**config.mk**
```make
export PLATFORM = sky130hd
export DESIGN_NAME = t_junction_signal_controller_top_flat
export DESIGN_NICKNAME = d
export VERILOG_FILES = /design/src/rtl/tjsc_pkg.sv /design/src/rtl/tjsc_if.sv /design/src/rtl/tjsc_main_step.sv /design/src/rtl/tjsc_side_step.sv /design/src/rtl/t_junction_signal_controller_top.sv /design/src/flat_wrapper.sv
export SDC_FILE = /design/constraint.sdc
export NUM_CORES = 1
export LEC_CHECK = 0
export BUFFER_PORTS_ARGS = -buffer_cell sky130_fd_sc_hd__buf_2
export CORE_ASPECT_RATIO = 0.7
export CORE_MARGIN = 3
export CORE_UTILIZATION = 38
export CTS_CLUSTER_SIZE = 12
export DETAILED_ROUTE_END_ITERATION = 6
export HOLD_SLACK_MARGIN = 0.03
export MAX_ROUTING_LAYER = met4
export PLACE_DENSITY_LB_ADDON = 0.25
export SYNTH_ARGS = -nofsm -noshare
export SYNTH_HDL_FRONTEND = slang
export SYNTH_HIERARCHICAL = 1
export SYNTH_SLANG_ARGS = --single-unit
```
**constraint.sdc**
```tcl
create_clock -name clk -period 14.6 [get_ports clk]
set_clock_uncertainty 0.1 [all_clocks]
set_input_delay 2.92 -clock clk [delete_from_list [all_inputs] [get_ports clk]]
set_output_delay 2.92 -clock clk [all_outputs]
set_load 0.1 [all_outputs]
```
**src/rtl/tjsc_pkg.sv**
```systemverilog
`timescale 1ns / 1ps

package tjsc_pkg;

  // Light phase codes shared by both roads
  typedef enum logic [1:0] {
    PH_RED       = 2'd0,
    PH_RED_AMBER = 2'd1,
    PH_GREEN     = 2'd2,
    PH_YELLOW    = 2'd3
  } phase_t;

  localparam int TIME_W     = 32;
  localparam int DUR_W      = 16;
  localparam int CFG_IDX_W  = 8;
  localparam int CFG_DATA_W = DUR_W;

  // Configuration register indexes
  localparam logic [CFG_IDX_W-1:0] CFG_IDX_GREEN     = 8'd0;
  localparam logic [CFG_IDX_W-1:0] CFG_IDX_YELLOW    = 8'd1;
  localparam logic [CFG_IDX_W-1:0] CFG_IDX_RED_AMBER = 8'd2;
  localparam logic [CFG_IDX_W-1:0] CFG_IDX_RED       = 8'd3;

  // Reset durations in milliseconds
  localparam logic [DUR_W-1:0] GREEN_RST     = 16'd10000;
  localparam logic [DUR_W-1:0] YELLOW_RST    = 16'd5000;
  localparam logic [DUR_W-1:0] RED_AMBER_RST = 16'd1000;
  localparam logic [DUR_W-1:0] RED_RST       = 16'd10000;

  // Received byte that releases the held red
  localparam logic [7:0] RESUME_BYTE = 8'd200;

  typedef struct packed {
    logic [TIME_W-1:0] current_time;
    logic              button_pressed;
    logic              rx_valid;
    logic [7:0]        rx_byte;
  } in_item_t;

  typedef struct packed {
    phase_t main_phase;
    phase_t side_phase;
    logic   tx_permit;
  } out_item_t;

  typedef struct packed {
    logic [DUR_W-1:0] green;
    logic [DUR_W-1:0] yellow;
    logic [DUR_W-1:0] red_amber;
    logic [DUR_W-1:0] red;
  } cfg_t;

  typedef struct packed {
    phase_t            phase;
    logic [TIME_W-1:0] since;
    logic              walk;
    logic              permit;
  } main_st_t;

  typedef struct packed {
    phase_t            phase;
    logic [TIME_W-1:0] since;
  } side_st_t;

  // Wrapping elapsed-time test
  function automatic logic elapsed(input logic [TIME_W-1:0] now,
                                   input logic [TIME_W-1:0] since,
                                   input logic [DUR_W-1:0]  dur);
    logic [TIME_W-1:0] diff;
    diff = now - since;
    return diff >= {{(TIME_W-DUR_W){1'b0}}, dur};
  endfunction

endpackage

```
**src/rtl/tjsc_if.sv**
```systemverilog
`timescale 1ns / 1ps

// Tick channel into the controller
interface tjsc_in_if;
  import tjsc_pkg::*;
  logic     valid;
  logic     ready;
  in_item_t data;
  modport source (output valid, output data, input ready);
  modport sink (input valid, input data, output ready);
endinterface

// Light status channel out of the controller
interface tjsc_out_if;
  import tjsc_pkg::*;
  logic      valid;
  logic      ready;
  out_item_t data;
  modport source (output valid, output data, input ready);
  modport sink (input valid, input data, output ready);
endinterface

```
**src/rtl/tjsc_main_step.sv**
```systemverilog
`timescale 1ns / 1ps

module tjsc_main_step (
  input  tjsc_pkg::in_item_t item,
  input  tjsc_pkg::cfg_t     cfg,
  input  tjsc_pkg::main_st_t cur,
  output tjsc_pkg::main_st_t nxt,
  output logic               tx_permit
);
  import tjsc_pkg::*;

  logic              resume;
  logic [TIME_W-1:0] now;

  assign now    = item.current_time;
  assign resume = item.rx_valid && (item.rx_byte == RESUME_BYTE);

  // Latch the button, apply the resume byte, then step the main light
  always_comb begin
    nxt       = cur;
    tx_permit = 1'b0;
    if (item.button_pressed) begin
      nxt.walk = 1'b1;
    end
    if (resume) begin
      nxt.walk  = 1'b0;
      nxt.phase = PH_RED_AMBER;
      nxt.since = now;
    end
    case (nxt.phase)
      PH_GREEN: begin
        if (elapsed(now, nxt.since, cfg.green)) begin
          nxt.phase = PH_YELLOW;
          nxt.since = now;
        end
      end
      PH_YELLOW: begin
        if (elapsed(now, nxt.since, cfg.yellow)) begin
          nxt.phase = PH_RED;
          nxt.since = now;
        end
      end
      PH_RED: begin
        // Pending request: send one permit and restart the red timer
        if (nxt.walk && !nxt.permit) begin
          tx_permit  = 1'b1;
          nxt.permit = 1'b1;
          nxt.since  = now;
        end
        if (!nxt.walk && elapsed(now, nxt.since, cfg.red)) begin
          nxt.phase = PH_RED_AMBER;
          nxt.since = now;
        end
      end
      default: begin
        nxt.permit = 1'b0;
        if (elapsed(now, nxt.since, cfg.red_amber)) begin
          nxt.phase = PH_GREEN;
          nxt.since = now;
        end
      end
    endcase
  end

endmodule

```
**src/rtl/tjsc_side_step.sv**
```systemverilog
`timescale 1ns / 1ps

module tjsc_side_step (
  input  logic [tjsc_pkg::TIME_W-1:0] now,
  input  tjsc_pkg::phase_t            main_phase,
  input  tjsc_pkg::cfg_t              cfg,
  input  tjsc_pkg::side_st_t          cur,
  output tjsc_pkg::side_st_t          nxt
);
  import tjsc_pkg::*;

  // Force green under main red, otherwise run the side cycle
  always_comb begin
    nxt = cur;
    if (main_phase == PH_RED) begin
      if (cur.phase != PH_GREEN) begin
        nxt.phase = PH_GREEN;
        nxt.since = now;
      end
    end else begin
      // Leave green at once; yellow is evaluated in the same tick
      if (cur.phase == PH_GREEN) begin
        nxt.phase = PH_YELLOW;
        nxt.since = now;
      end
      case (nxt.phase)
        PH_RED: begin
          if (elapsed(now, nxt.since, cfg.red)) begin
            nxt.phase = PH_RED_AMBER;
            nxt.since = now;
          end
        end
        PH_YELLOW: begin
          if (elapsed(now, nxt.since, cfg.yellow)) begin
            nxt.phase = PH_RED;
            nxt.since = now;
          end
        end
        PH_RED_AMBER: begin
          if (elapsed(now, nxt.since, cfg.red_amber)) begin
            nxt.phase = PH_GREEN;
            nxt.since = now;
          end
        end
        default: begin
          nxt.phase = nxt.phase;
        end
      endcase
    end
  end

endmodule

```
**src/rtl/t_junction_signal_controller_top.sv**
```systemverilog
`timescale 1ns / 1ps

// T-junction signal controller. Each request on in_ch is one update tick
// (millisecond time, pedestrian button, optional received byte) and yields
// exactly one result on out_ch with the main and side light phases after the
// tick and a flag for a crossing permit sent on that tick. A new tick is
// taken every clock cycle while out_ch does not stall; a result is offered
// on out_ch after its tick passes the input register and a single-pass light
// update into the result register. While a result waits on out_ch the input
// register still takes one more tick. Durations are to be written through
// cfg_we/cfg_idx/cfg_wdata by the user only while no tick is in flight, not
// enforced here; indexes beyond the last register are ignored.
module t_junction_signal_controller_top (
  input  logic                             clk,
  input  logic                             rst_n,
  tjsc_in_if.sink                          in_ch,
  tjsc_out_if.source                       out_ch,
  input  logic                             cfg_we,
  input  logic [tjsc_pkg::CFG_IDX_W-1:0]   cfg_idx,
  input  logic [tjsc_pkg::CFG_DATA_W-1:0]  cfg_wdata
);
  import tjsc_pkg::*;

  cfg_t      cfg_r;
  logic      in_v_r;
  in_item_t  in_d_r;
  logic      out_v_r;
  out_item_t out_d_r;
  main_st_t  main_r;
  main_st_t  main_nxt;
  side_st_t  side_r;
  side_st_t  side_nxt;
  logic      tx_nxt;
  logic      proc;

  // Step a tick when the result register is free or being drained
  assign proc         = in_v_r && (!out_v_r || out_ch.ready);
  assign in_ch.ready  = !in_v_r || proc;
  assign out_ch.valid = out_v_r;
  assign out_ch.data  = out_d_r;

  tjsc_main_step u_main (
    .item      (in_d_r),
    .cfg       (cfg_r),
    .cur       (main_r),
    .nxt       (main_nxt),
    .tx_permit (tx_nxt)
  );

  tjsc_side_step u_side (
    .now        (in_d_r.current_time),
    .main_phase (main_nxt.phase),
    .cfg        (cfg_r),
    .cur        (side_r),
    .nxt        (side_nxt)
  );

  // Hold duration registers; write on enable
  always_ff @(posedge clk) begin
    if (!rst_n) begin
      cfg_r.green     <= GREEN_RST;
      cfg_r.yellow    <= YELLOW_RST;
      cfg_r.red_amber <= RED_AMBER_RST;
      cfg_r.red       <= RED_RST;
    end else if (cfg_we) begin
      case (cfg_idx)
        CFG_IDX_GREEN:     cfg_r.green     <= cfg_wdata;
        CFG_IDX_YELLOW:    cfg_r.yellow    <= cfg_wdata;
        CFG_IDX_RED_AMBER: cfg_r.red_amber <= cfg_wdata;
        CFG_IDX_RED:       cfg_r.red       <= cfg_wdata;
        default:           cfg_r           <= cfg_r;
      endcase
    end
  end

  // Input register: take a tick when free or stepping
  always_ff @(posedge clk) begin
    if (!rst_n) begin
      in_v_r <= 1'b0;
    end else if (in_ch.ready) begin
      in_v_r <= in_ch.valid;
    end
  end

  always_ff @(posedge clk) begin
    if (in_ch.valid && in_ch.ready) begin
      in_d_r <= in_ch.data;
    end
  end

  // Light state and result register advance together
  always_ff @(posedge clk) begin
    if (!rst_n) begin
      out_v_r       <= 1'b0;
      main_r.phase  <= PH_RED;
      main_r.since  <= '0;
      main_r.walk   <= 1'b0;
      main_r.permit <= 1'b0;
      side_r.phase  <= PH_GREEN;
      side_r.since  <= '0;
    end else begin
      if (proc) begin
        out_v_r <= 1'b1;
        main_r  <= main_nxt;
        side_r  <= side_nxt;
      end else if (out_ch.ready) begin
        out_v_r <= 1'b0;
      end
    end
  end

  always_ff @(posedge clk) begin
    if (proc) begin
      out_d_r.main_phase <= main_nxt.phase;
      out_d_r.side_phase <= side_nxt.phase;
      out_d_r.tx_permit  <= tx_nxt;
    end
  end

endmodule

```
**src/flat_wrapper.sv**
```systemverilog
// flat-port wrapper written by rule: the top's interface ports become plain ports
module t_junction_signal_controller_top_flat import tjsc_pkg::*;
  (clk, rst_n, cfg_we, cfg_idx, cfg_wdata, in_ch_valid, in_ch_data, in_ch_ready, out_ch_valid, out_ch_data, out_ch_ready);
  tjsc_in_if in_ch_i ();
  tjsc_out_if out_ch_i ();
  input  logic clk;
  input  logic rst_n;
  input  logic cfg_we;
  input  logic [tjsc_pkg::CFG_IDX_W-1:0] cfg_idx;
  input  logic [tjsc_pkg::CFG_DATA_W-1:0] cfg_wdata;
  input wire logic [$bits(in_ch_i.valid)-1:0] in_ch_valid;
  input wire logic [$bits(in_ch_i.data)-1:0] in_ch_data;
  output wire logic [$bits(in_ch_i.ready)-1:0] in_ch_ready;
  output wire logic [$bits(out_ch_i.valid)-1:0] out_ch_valid;
  output wire logic [$bits(out_ch_i.data)-1:0] out_ch_data;
  input wire logic [$bits(out_ch_i.ready)-1:0] out_ch_ready;
  assign in_ch_i.valid = in_ch_valid;
  assign in_ch_i.data = in_ch_data;
  assign in_ch_ready = in_ch_i.ready;
  assign out_ch_valid = out_ch_i.valid;
  assign out_ch_data = out_ch_i.data;
  assign out_ch_i.ready = out_ch_ready;
  t_junction_signal_controller_top u_core (.clk(clk), .rst_n(rst_n), .in_ch(in_ch_i), .out_ch(out_ch_i), .cfg_we(cfg_we), .cfg_idx(cfg_idx), .cfg_wdata(cfg_wdata));
endmodule
```
==> results of run 1 <==
[synth_stat cells, drive strengths merged (14+ instances only)]
cell,n,area (um2)
a21oi,227,1140
ha,195,2440
nand2,193,727
o21ai,189,950
inv,174,653
nor2,171,642
dfxtp,136,2720
mux2i,123,1230
clkbuf,97,364
nand3,92,465
a21o,53,398
edfxtp,47,1410
xnor2,43,377
nand4,38,253
mux2,35,495
xor2,33,289
nand2b,29,181
nor3,27,145
nor2b,21,134
a211oi,20,175
buf,20,203
nor4,16,113
a31oi,14,93.8
o21a,14,105
[cells by family after synthesis]
| family | Yosys count | synth area share (%) |
|---|---|---|
| flip-flops | 183 | 23.7 |
| adder cells (fa/ha/maj) | 207 | 14.8 |
| AND/OR/NAND/NOR | 637 | 17.6 |
| multiplexers | 158 | 9.91 |
| XOR/XNOR | 76 | 3.82 |
| buffers and inverters | 291 | 7.00 |
| AO/OA/AOI/OAI | 646 | 23.1 |
[tightest hold or removal path: stages, from the launching register on]
cell,delay (ns)
dfxtp_1,0.31
nand2_1,0.05
mux2i_1,0.05
[routing by layer]
metal,GRT usage (%),up-vias,wire length (um)
li1,-,7939,-
met3,4.21,37,4600
met4,3.46,0,437
met2,32.8,641,23000
met1,37.2,8156,29400
met5,-,-,0
[cell type report]
class | count | area share, %
diodes | 1 | 0.0134
clock buffers | 17 | 2.27
clock inverters | 15 | 0.870
inverters | 174 | 3.50
multi-input cells | 1724 | 64.6
flip-flops and latches | 183 | 22.1
well taps | 594 | 3.97
repair buffers | 91 | 2.62
[cell usage in the layout (no fill, tap or decap), types with 13 or more instances in the layout]
cell type,count
nor4_1,14
nand2b_1,27
xnor2_1,43
clkbuf_16,17
o21ai_0,179
nand3_1,91
a211oi_1,18
nand2_1,192
edfxtp_1,47
nor3_1,25
dfxtp_1,135
ha_1,195
nor2b_1,19
o21a_1,14
inv_1,172
buf_4,14
a21oi_1,226
mux2_4,27
mux2i_1,123
a21o_1,53
nand4_1,37
buf_2,77
nor2_1,171
xor2_1,33
a31oi_1,13
[power groups by stage]
stage / Sequential [uW] / Combinational, uW / Clock, uW
after floorplan: 571 / 551 / 0
after global placement: 578 / 728 / 0
after detailed placement: 579 / 741 / 0
after CTS: 568 / 747 / 490
after global routing: 571 / 838 / 511
final: 569 / 766 / 479
[worst max-delay path by stage]
| stage | start | to |
|---|---|---|
| 2_1_floorplan | out_ch_ready | in_ch_ready |
| 3_3_place_gp | u_core/in_d_r[5] | u_core/side_r[0] |
| 3_5_place_dp | u_core/in_d_r[5] | u_core/side_r[0] |
| 4_1_cts | u_core/in_d_r[5] | u_core/side_r[1] |
| 5_1_grt | u_core/in_d_r[5] | u_core/side_r[1] |
| 6_report | u_core/in_d_r[5] | u_core/side_r[1] |
[flip-flops by register name, indices dropped and copies added, names as in the netlist]
register / count
u_core/side_r: 34
u_core/cfg_r: 64
u_core/out_ch.valid: 1
u_core/in_d_r: 42
u_core/out_ch.data: 5
u_core/main_r: 36
u_core/in_v_r: 1
[per-stage QoR]
stage	instance area, um2	worst slack (ns)	util, %
floorplan	17400	7.73	-
global placement	18100	6.98	40.7
detailed placement	18100	6.76	40.7
CTS	18700	6.75	42.0
global route	18700	6.04	42.0
finish	18700	6.59	42.0
==> results_dict.tcl, run 1 <==
set metrics [dict create \
    track_usage_pct 24.1 \
    dp.cells 2766 \
    syn_to_final_growth_pct 7.31 \
    cap_violations 0 \
    timing.hold.ws_ns 0.362 \
    fin_crit_ns 8.01 \
    place_congestion 0.941 \
    num_rows 64 \
    hold_viol 0 \
    drtIter0Drc 1806 \
    p_per_area_mw_per_mm2 97.0 \
    min_to "u_core/cfg_r[55]" \
    rsz0062_at_grt "no" \
    clk_pin_slew_ns 0.08 \
    drive_above_1_share_pct 9.03 \
    switching_share_pct 41.5 \
    crit_path_top_delay_cell "or3_2" \
    vias 16773 \
    syn_inst 2198 \
    gr-total-overflow 0 \
    antenna_found_initial 0 \
    p_leak_uw 0.00796 \
    ys_seq_area_share_pct 23.7 \
    timing_worst_setup_path_type "flip-flop to flip-flop" \
    setup_violations 0 \
    initial_core_util_pct 39.2 \
    avgSynthCellArea_um2 7.93 \
    critPathRequiredTime_ns 14.82 \
    cts_tree "built" \
    syn-cell-area_mm2 0.0174 \
    grt_pass1_wl_mm 88.5 \
    r2r-start "u_core/in_d_r[5]" \
    path_delay_family "simple AND/OR/NAND/NOR gates" \
    async_flop_share_pct 0 \
    p_comb_share_pct 42.2 \
    grt_max_degree 74 \
    period_share_pct 54.8 \
    dp_hpwl_mm 43.4 \
    tightest_slew_ns 1.15 \
    ys_ff_latch 183 \
    status "finished clean" \
    arrival_ns 8.23 \
    die_area_mm2 0.0485 \
    synth_edf_count 47 \
    grt_pass1_vias 15116 \
    cts_inserted_buffers 17 \
    holdBufCountCts 0 \
    yosysWarnings 6 \
    register_area_mm2 0.00414 \
    multi_input_area_mm2 0.0121 \
    ir_drop_mv 0.113 \
    routedWlPerCell_um 20.5 \
    pwr-share-clk_pct 26.4 \
    tns_ns 0 \
    syn-num-nets 2466 \
    ff2ff_path_depth 28 \
    cp_max_fo 62 \
    cts_buffer_depth 2 \
    seqPwrFrac_pct 31.4 \
    hold_depth 2 \
    ios 78 \
    post-cts-setup-buffer-count 0 \
    ys_types 98 \
    core_area_mm2 0.0445 \
    portBuffers 77 \
    cp_num_buf_inv 1 \
    end_kind "flip-flop" \
    reg2reg_slack_ns 6.59 \
    synth_flop_cell "dfxtp_1" \
    p_int_uw 1060 \
    path_depth 28 \
    clkLatencyLatePin_ns 0.48 \
    power_switching_uw 752 \
    vias_per_cell 5.99 \
    fmax_mhz 125 \
    timing.rr.end "u_core/side_r[1]" \
    cts_max_level 4 \
    clockRootBuffer "clkbuf_16" \
    worstHoldStart "u_core/cfg_r[55]" \
    cts_resized 0 \
    final_nets 2459 \
    die_h_um 185 \
    fill_cells 4574 \
    slew_violations 0 \
    first_pass_iters 6 \
    totalWireLength_mm 57.5 \
    ant_nets 0 \
    hp-class "flip-flop to flip-flop" \
    numClockSinks 183 \
    chipWidth_um 262 \
    cpPeakStageDelay_ns 0.78 \
    stdcell_count 2799 \
    crit_path_start_kind "flip-flop" \
    relSlewSlack_pct 22.8 \
    p_total_uw 1810 \
    drc_errors 0 \
]
Note: power is estimated with default switching activity, not from simulation.
==> inputs of run 2 (changes only) <==
clock period = 7.2 ns   (was 14.6 ns; I/O delays follow)
==> results_dict.tcl, run 2 (synthesis results as in run 1) <==
set metrics [dict create \
    status "finished clean" \
    setup_violations 0 \
    p_int_uw 2210 \
    chipWidth_um 262 \
    cap_violations 0 \
    timing_worst_setup_path_type "flip-flop to flip-flop" \
    hold_depth 2 \
    clkLatencyLatePin_ns 0.47 \
    timing.hold.ws_ns 0.358 \
    dp_hpwl_mm 45.3 \
    crit_path_top_delay_cell "a2111oi_1" \
    syn_to_final_growth_pct 10.3 \
    cp_max_fo 10 \
    track_usage_pct 24.8 \
    drc_errors 0 \
    fin_crit_ns 6.96 \
    p_per_area_mw_per_mm2 195 \
    numClockSinks 183 \
    grt_pass1_vias 15526 \
    num_rows 64 \
    stdcell_area_mm2 0.0192 \
    clk_pin_slew_ns 0.08 \
    p_leak_uw 0.00823 \
    vias_per_cell 5.91 \
    cts_inserted_buffers 17 \
    drive_above_1_share_pct 11.7 \
    tightest_slew_ns 1.12 \
    arrival_ns 7.17 \
    p_comb_share_pct 43.5 \
    slew_violations 0 \
    hp-class "flip-flop to flip-flop" \
    end_kind "flip-flop" \
    fmax_mhz 144 \
    grt_pass1_wl_mm 90.9 \
    core_area_mm2 0.0445 \
    worst_slack_ns 0.244 \
    critPathRequiredTime_ns 7.42 \
    pwr-share-clk_pct 25.9 \
    holdBufCountCts 0 \
    tns_ns 0 \
    seqPwrFrac_pct 30.6 \
    largest_register_ffs 64 \
    relSlewSlack_pct 25.4 \
    die_h_um 185 \
    top_regs "u_core/cfg_r x64, u_core/in_d_r x42, u_core/main_r x36" \
    ios 78 \
    final_cell_mix "a21oi_1, ha_1, nand2_1" \
    p_total_uw 3750 \
    gr-total-overflow 0 \
    power_switching_uw 1540 \
    cpPeakStageDelay_ns 0.45 \
    crit_path_start_kind "flip-flop" \
    top_register "u_core/cfg_r" \
    ff2ff_path_depth 30 \
    vias 16825 \
    final_nets 2506 \
    final_common_cell "a21oi_1" \
    ir_drop_mv 0.181 \
    drtIter0Drc 1724 \
    routedWlPerCell_um 20.8 \
    grt_max_degree 74 \
    clockRootBuffer "clkbuf_16" \
    fill_cells 4531 \
    die_area_mm2 0.0485 \
    period_share_pct 96.6 \
    cts_max_level 4 \
    cts_tree "built" \
    first_pass_iters 6 \
    portBuffers 77 \
    preCtsSetupSlack_ns -0.0414 \
    antenna_found_initial 0 \
    initial_core_util_pct 39.2 \
    totalWireLength_mm 59.3 \
    ant_nets 0 \
    switching_share_pct 41.1 \
    cp_common_cell "nor2_1" \
    post_dp_cell_area_mm2 0.0184 \
    cts_buffer_depth 2 \
    hold_viol 0 \
    antenna_cells 0 \
    place_congestion 0.909 \
]
-- run 2: cell types whose count changed in the layout (fill, tap and decap cells not counted), moves of 4 or more --
cell     before  now
buf_4        14   54
buf_12        0    5
a21oi_1     226  222
a21oi_2       1    5
-- run 2: power by group through the flow --
stage / Combinational, uW / Sequential [uW] / Clock, uW
2_1_floorplan: 1120 / 1160 / 0
3_3_place_gp: 1520 / 1170 / 0
6_report: 1630 / 1150 / 970
3_5_place_dp: 1550 / 1170 / 0
5_1_grt: 1790 / 1150 / 1030
4_1_cts: 1570 / 1150 / 994
-- run 2: layout make-up --
class,instances,area (um2),share of cell area (%)
Inverter,174,654,3.40
Clock inverter,15,165,0.859
Clock buffer,17,425,2.21
Multi-Input combinational cell,1725,12200,63.5
Sequential cell,183,4140,21.5
Tap cell,594,743,3.87
Timing Repair Buffer,137,902,4.69
-- run 2: layer usage --
metal | wire length (um) | part of all wire, % | vias up | track usage [%]
met5 | 0 | 0 | - | -
met4 | 850 | 1.4 | 0 | 5.27
met3 | 4630 | 7.8 | 60 | 3.98
met2 | 23200 | 39 | 673 | 33.5
met1 | 30600 | 52 | 8078 | 38.1
li1 | - | - | 8014 | -
-- run 2: worst paths after layout --
| check | end | start | slack, ns |
|---|---|---|---|
| max reg2reg | u_core/side_r[27] | u_core/in_d_r[5] | 0.24 |
| min reg2reg | u_core/cfg_r[62] | u_core/cfg_r[62] | 0.36 |
| max | u_core/side_r[27] | u_core/in_d_r[5] | 0.24 |
| min | u_core/cfg_r[62] | u_core/cfg_r[62] | 0.36 |
-- run 2: worst max-delay path: cells and delay by family, from the launching register on --
family / cells / cell delay (ns)
adder cells (fa/ha/maj): 2 / 0.62
multiplexers: 1 / 0.31
AND/OR/NAND/NOR: 12 / 2.13
XOR/XNOR: 1 / 0.44
AO/OA/AOI/OAI: 11 / 2.29
flip-flops: 1 / 0.39
buffers and inverters: 3 / 0.50
-- run 2: repair_timing --
item / in CTS / in global routing
setup buffers: 2 / 6
setup endpoints to repair: 32 / 53
gates resized for setup: 3 / 22
cloned: 1 / 0
pin swaps: 0 / 2
-- run 2: per-stage QoR --
step	util (%)	std cells
floorplan	-	2198
global placement	41.4	2804
detailed placement	41.4	2804
CTS	42.8	2839
global route	43.2	2845
finish	43.2	2845
